==> src/hdl/ipr_pkg.sv <==
// ----------------------------------------------------------------------------
// Integer pixel replicator package
// Shared field widths, register codes, payload types and the command that
// travels from the front end to the back end.
// ----------------------------------------------------------------------------
package ipr_pkg;

  // Field widths fixed by the register map and the payload format.
  localparam int unsigned SCALE_W    = 4;
  localparam int unsigned WIDTH_W    = 11;
  localparam int unsigned HEIGHT_W   = 11;
  localparam int unsigned COLOR_W    = 32;
  localparam int unsigned ROW_W      = 10;
  localparam int unsigned MAX_HEIGHT = 1024;

  // Compare width that holds any clamped row width (up to 2047).
  localparam int unsigned CMP_W = 13;

  // Command queue between the front end and the back end (power of two).
  localparam int unsigned FIFO_DEPTH = 4;
  localparam int unsigned FIFO_PTR_W = $clog2(FIFO_DEPTH);
  localparam int unsigned FIFO_CNT_W = $clog2(FIFO_DEPTH + 1);

  // Configuration register indexes.
  typedef enum logic [1:0] {
    CFG_SCALE  = 2'd0,
    CFG_WIDTH  = 2'd1,
    CFG_HEIGHT = 2'd2
  } cfg_idx_e;

  // Input item kinds.
  typedef enum logic {
    KIND_PIXEL = 1'b0,
    KIND_TICK  = 1'b1
  } kind_e;

  typedef struct packed {
    logic               kind;
    logic [COLOR_W-1:0] color;
  } in_item_t;

  typedef struct packed {
    logic [COLOR_W-1:0] out_color;
    logic               last_of_run;
    logic               row_end;
    logic               image_end;
    logic               rejected;
  } out_item_t;

  // Clamped configuration as seen by the front end.
  typedef struct packed {
    logic [SCALE_W-1:0]  scale;
    logic [CMP_W-1:0]    width;
    logic [HEIGHT_W-1:0] height;
  } cfg_t;

  // One run of identical output pixels.
  typedef struct packed {
    logic [COLOR_W-1:0] color;
    logic [SCALE_W-1:0] count;
    logic               rend;
    logic               iend;
    logic               rej;
  } cmd_t;

  typedef struct packed {
    logic valid;
    cmd_t cmd;
  } push_t;

  typedef struct packed {
    logic valid;
    cmd_t cmd;
  } head_t;

endpackage

==> src/hdl/ipr_fifo.sv <==
// ----------------------------------------------------------------------------
// Integer pixel replicator command queue
// Short register queue that decouples the front end from the back end.
// ----------------------------------------------------------------------------
module ipr_fifo (
  input  logic                            clk_i,
  input  logic                            rst_ni,
  input  ipr_pkg::push_t                  push_i,
  input  logic                            pop_i,
  output ipr_pkg::head_t                  head_o,
  output logic [ipr_pkg::FIFO_CNT_W-1:0]  count_o
);
  import ipr_pkg::*;

  cmd_t                  mem_q [FIFO_DEPTH];
  logic [FIFO_PTR_W-1:0] wr_ptr_q, wr_ptr_d;
  logic [FIFO_PTR_W-1:0] rd_ptr_q, rd_ptr_d;
  logic [FIFO_CNT_W-1:0] count_q, count_d;

  // Pointers wrap naturally since the depth is a power of two.
  always_comb begin
    wr_ptr_d = wr_ptr_q;
    rd_ptr_d = rd_ptr_q;
    count_d  = count_q;
    if (push_i.valid) begin
      wr_ptr_d = wr_ptr_q + FIFO_PTR_W'(1);
    end
    if (pop_i) begin
      rd_ptr_d = rd_ptr_q + FIFO_PTR_W'(1);
    end
    if (push_i.valid && !pop_i) begin
      count_d = count_q + FIFO_CNT_W'(1);
    end else if (!push_i.valid && pop_i) begin
      count_d = count_q - FIFO_CNT_W'(1);
    end
  end

  always_ff @(posedge clk_i or negedge rst_ni) begin
    if (!rst_ni) begin
      wr_ptr_q <= '0;
      rd_ptr_q <= '0;
      count_q  <= '0;
    end else begin
      wr_ptr_q <= wr_ptr_d;
      rd_ptr_q <= rd_ptr_d;
      count_q  <= count_d;
    end
  end

  // Entry storage.
  always_ff @(posedge clk_i) begin
    if (push_i.valid) begin
      mem_q[wr_ptr_q] <= push_i.cmd;
    end
  end

  assign head_o.valid = (count_q != '0);
  assign head_o.cmd   = mem_q[rd_ptr_q];
  assign count_o      = count_q;

`ifndef ASSERT_OFF
  // The front end credit must keep the queue from overflowing.
  a_no_overflow: assert property (@(posedge clk_i) disable iff (!rst_ni)
    push_i.valid |-> (count_q < FIFO_CNT_W'(FIFO_DEPTH)))
    else $error("command queue written while full");

  // The back end only pops entries that exist.
  a_no_underflow: assert property (@(posedge clk_i) disable iff (!rst_ni)
    pop_i |-> (count_q != '0))
    else $error("command queue read while empty");
`endif

endmodule

==> config.mk <==
export PLATFORM = sky130hd
export DESIGN_NAME = ipr_fifo
export DESIGN_NICKNAME = d
export VERILOG_FILES = /design/src/hdl/ipr_pkg.sv /design/src/hdl/ipr_fifo.sv
export SDC_FILE = /design/constraint.sdc
export NUM_CORES = 1
export LEC_CHECK = 0
export BUFFER_PORTS_ARGS = -buffer_cell sky130_fd_sc_hd__clkbuf_2
export CORE_MARGIN = 2
export CORE_UTILIZATION = 45
export CTS_CLUSTER_DIAMETER = 120
export DETAILED_ROUTE_END_ITERATION = 8
export PLACE_DENSITY = 0.67
export REMOVE_ABC_BUFFERS = 1
export SYNTH_ARGS = -nofsm -noshare
export SYNTH_HDL_FRONTEND = slang
export SYNTH_SLANG_ARGS = --single-unit
==> constraint.sdc <==
create_clock -name clk_i -period 2.6 [get_ports clk_i]
set_clock_uncertainty 0.15 [all_clocks]
set_input_delay 0.26 -clock clk_i [delete_from_list [all_inputs] [get_ports clk_i]]
set_output_delay 0.26 -clock clk_i [all_outputs]
set_load 0.05 [all_outputs]
==> summary by stage <==
Yosys
The synthesized design contains around 160 register bits. The number of distinct library cells after synthesis is 18. The number of synthesized flops with an enable pin is approximately 160. In the post-synthesis netlist, the biggest area contributors are sky130_fd_sc_hd__edfxtp_1, sky130_fd_sc_hd__mux4_2, sky130_fd_sc_hd__dfrtp_1. During synthesis, Yosys emitted a total of 0 warnings. The largest total area in the synthesized netlist belongs to sky130_fd_sc_hd__edfxtp_1.

Sorting the synthesized cells by how often they occur yields sky130_fd_sc_hd__edfxtp_1, sky130_fd_sc_hd__mux4_2, sky130_fd_sc_hd__dfrtp_1, sky130_fd_sc_hd__ha_1. Of the post-synthesis cell area, the dominant cell type holds between 70% and 80%. Yosys instantiated no cell more often than sky130_fd_sc_hd__edfxtp_1. For this run, asynchronously set or reset flops after synthesis account for between 4 and 5%. The cell area that synthesis handed to floorplanning was about 6100 sq um. The most used flip-flop cell after synthesis is sky130_fd_sc_hd__edfxtp_1. Each instance of the synthesized netlist takes up on average about 26 sq um. Sequential elements use approximately 80% of the synthesized area. The gate count of the mapped netlist is around 240.

Drt
After detailed routing, the total wire length is ~11,000 um. Dividing the detail-routed wire length by the instance count gives 18.7 um. The routed via count divided by cell count is 4.99.

After the first detailed-routing iteration, the DRC count stood at roughly 250. In this run the remaining antenna-violating nets after routing total 0. The length of the first detailed-routing pass in iterations is 5. The total DRC errors in the routed layout is 0. For this block, the via count after detailed routing is ~2,900.

Timing
At the pin with the least slew margin, the transition time is around 420 ps. The share of the clock period used by the worst path is approximately 94%. The count of endpoints failing hold in the final timing report was 0.

The final setup violation count is 0. Setup repair after global routing left no endpoint under its margin. In this run the tightest slew margin relative to its limit is between 70% and 80%. The total count of max-transition violations in the final report came to 0.

The routed design could run at a clock period as short as about 2500 ps. Timing would allow up to roughly 0.41 GHz.

Hold path
The worst min-delay path class is in -> async.

Critical path
The cell family contributing the most delay on the critical path is buffers and inverters. The data arrival time of the critical path is 2050 ps. Counting cells, the worst reg-to-reg path comes to 3. The reg-to-reg critical path endpoint is mem_q[3][37]$_DFFE_PP_. The setup slack on the worst flop-to-flop path is approximately 760 ps.

On the worst path, the slowest cell contributes a delay of between 500 and 600 ps. The startpoint kind of the worst setup timing path is a register. The slowest stage of the critical path is the sky130_fd_sc_hd__mux4_2 cell.

The signal on the critical path passes through buf_4, mux4_2, clkbuf_2. STA puts the critical path data required time at 2190 ps. The beginning of the worst register-to-register path is wr_ptr_q[0]$_DFFE_PN0P_. Counting both buffers and inverters, the worst setup path holds a total of 2. The worst setup path is captured at an output port. Of all nets on the critical path, the largest fanout is 10. The setup path with the least slack is of type reg -> out.

Clock tree
The number of buffers added to fix hold violations after cts is between 40 and 50. TritonCTS built the clock tree. The root buffer cell chosen for the clock tree is sky130_fd_sc_hd__clkbuf_16. The number of clock sinks is 163. At the later pin of the worst-skew pair, clock insertion delay measures 420 ps. Counting the buffers created by CTS gives 17. After clock tree synthesis, the setup repair step added 0 buffers. The H-tree depth is 4. The count of cells resized by post-cts repair is 0.

The clock transition at the registers of the reported paths is ~60 ps. The number of buffers between clock root and the deepest sink is 2.

Place
The count of input and output buffers is between 80 and 90. The detailed placement HPWL is ~6500 um. At the end of routability-driven placement, the weighted congestion stood at ~0.72.

Pwr
The internal power of the cells totals about 6500 uW. The switching power share of the total is a little over a third. The peak supply drop is ~0.73 mV. Registers are responsible for 35.8% of the overall power. The areal power density over the cells is between 1000 and 1500 nW/um^2. In this run, the clock network consumes 27.7% of the power. The net switching power is around 3600 uW. Summed over all cells, the static leakage comes to 0.00279 uW. The sum of internal, switching and leakage power is 10,200 uW. Combinational logic burns between 30% and 40% of the power.

Cells and area
The total inserted antenna cells is 0. The share of layout cells above drive strength 1 is 41.7%. For this run, the post-layout net count is roughly 430.

The growth of design area from synthesis to finish is 29.1%. Cells fill approximately three fifths of the core in the end.

Die
The starting density of the core is a little under half. The die covers 14,400 sq um. In this run the count of I/O pins placed on the die edge is 86. The die span in y is 120 um. The die is 120 um wide. The site row count is between 40 and 50.

The core footprint is roughly 13,000 sq um.

Global route
The aggregate global routing overflow is 0. The initial antenna violation count is 0. The via count of the first global-routing pass is roughly 3,000. Global routing used 15.9% of the available tracks. Entering global routing, the biggest net connects 36 pins.

The first global-routing pass estimated between 15,000 and 20,000 um of wire.

Status
The run finished with clean final reports.

Run
The tool flagged a number of max-cap violations equal to 0.
-- logic make-up after synthesis --
group | share of synthesized area [%]
AO/OA/AOI/OAI | 0.0825
XOR/XNOR | 0.867
adder cells (fa/ha/maj) | 1.36
buffers and inverters | 2.08
flip-flops | 80.2
multiplexers | 14.7
AND/OR/NAND/NOR | 0.702
-- per-layer routing --
layer | wire length (um) | vias up | track usage [%]
met1 | 4610 | 1475 | 20.5
met4 | 164 | 0 | 6.62
li1 | - | 1291 | -
met5 | 0 | - | 0
met2 | 5430 | 72 | 25.5
met3 | 506 | 15 | 4.66
-- worst reg2reg max path: cells and delay by family, from the launching register on --
family	cells	cell delay, ps
flops	1	420
fa+ha+maj	1	160
buf+inv	1	370
simple gates	1	410
-- through the flow --
step	cells	cell area, sq um	setup TNS (ps)	worst slack [ps]	hold WS, ps
2_1_floorplan	228	5950	-11440	-431	-186
3_3_place_gp	498	6730	0	573	-32.4
3_5_place_dp	498	6730	0	548	-34.2
4_1_cts	572	7830	0	90.7	47.7
5_1_grt	572	7830	0	42.7	77.5
6_report	572	7830	0	144	79.4
-- cell usage in the layout (no fill, tap or decap) --
master	count
sky130_fd_sc_hd__inv_1	4
sky130_fd_sc_hd__dfrtp_2	2
sky130_fd_sc_hd__nor2_1	1
sky130_fd_sc_hd__clkbuf_16	17
sky130_fd_sc_hd__clkinv_1	3
sky130_fd_sc_hd__dlygate4sd3_1	42
sky130_fd_sc_hd__clkbuf_1	3
sky130_fd_sc_hd__and2_2	4
sky130_fd_sc_hd__mux4_1	1
sky130_fd_sc_hd__clkbuf_2	85
sky130_fd_sc_hd__clkinvlp_4	1
sky130_fd_sc_hd__xnor2_1	2
sky130_fd_sc_hd__mux2_2	1
sky130_fd_sc_hd__ha_1	5
sky130_fd_sc_hd__or3_1	1
sky130_fd_sc_hd__buf_4	4
sky130_fd_sc_hd__xor2_1	4
sky130_fd_sc_hd__bufinv_16	7
sky130_fd_sc_hd__edfxtp_1	156
sky130_fd_sc_hd__nand2_1	2
sky130_fd_sc_hd__clkinv_2	1
sky130_fd_sc_hd__dfrtp_1	5
sky130_fd_sc_hd__fa_1	1
sky130_fd_sc_hd__mux4_2	38
sky130_fd_sc_hd__buf_12	5
sky130_fd_sc_hd__o21ai_0	1
-- worst max-delay path by stage --
stage	startpoint	end	slack (ps)	cells after the start
floorplan	rd_ptr_q[0]$_DFFE_PN0P_	head_o[37]	-430	1
global placement	rd_ptr_q[0]$_DFFE_PN0P_	head_o[24]	570	3
detailed placement	rd_ptr_q[0]$_DFFE_PN0P_	head_o[10]	550	3
CTS	rd_ptr_q[0]$_DFFE_PN0P_	head_o[10]	90	3
global route	rd_ptr_q[0]$_DFFE_PN0P_	head_o[24]	40	3
finish	rd_ptr_q[0]$_DFFE_PN0P_	head_o[24]	140	3
-- registers in the layout, summed over array words and instances, names as in the netlist --
signal	count
count_o	3
rd_ptr_q	2
wr_ptr_q	2
mem_q	156
-- power groups by stage --
stage | clock network [uW] | registers [uW] | logic [uW]
floorplan | 0 | 3900 | 2530
global placement | 0 | 3670 | 3690
detailed placement | 0 | 3700 | 3710
CTS | 2850 | 3650 | 3770
global route | 2960 | 3690 | 3890
finish | 2810 | 3640 | 3700
-- final cells by class --
cell class	instances	area [sq um]
Timing Repair Buffer	136	976
Tap cell	176	220
Fill cell	960	5370
Clock inverter	12	234
Inverter	4	15.0
Clock buffer	20	437
Sequential cell	163	4860
Multi-Input combinational cell	61	1080
No activity file was read; power rests on OpenSTA's default activity.
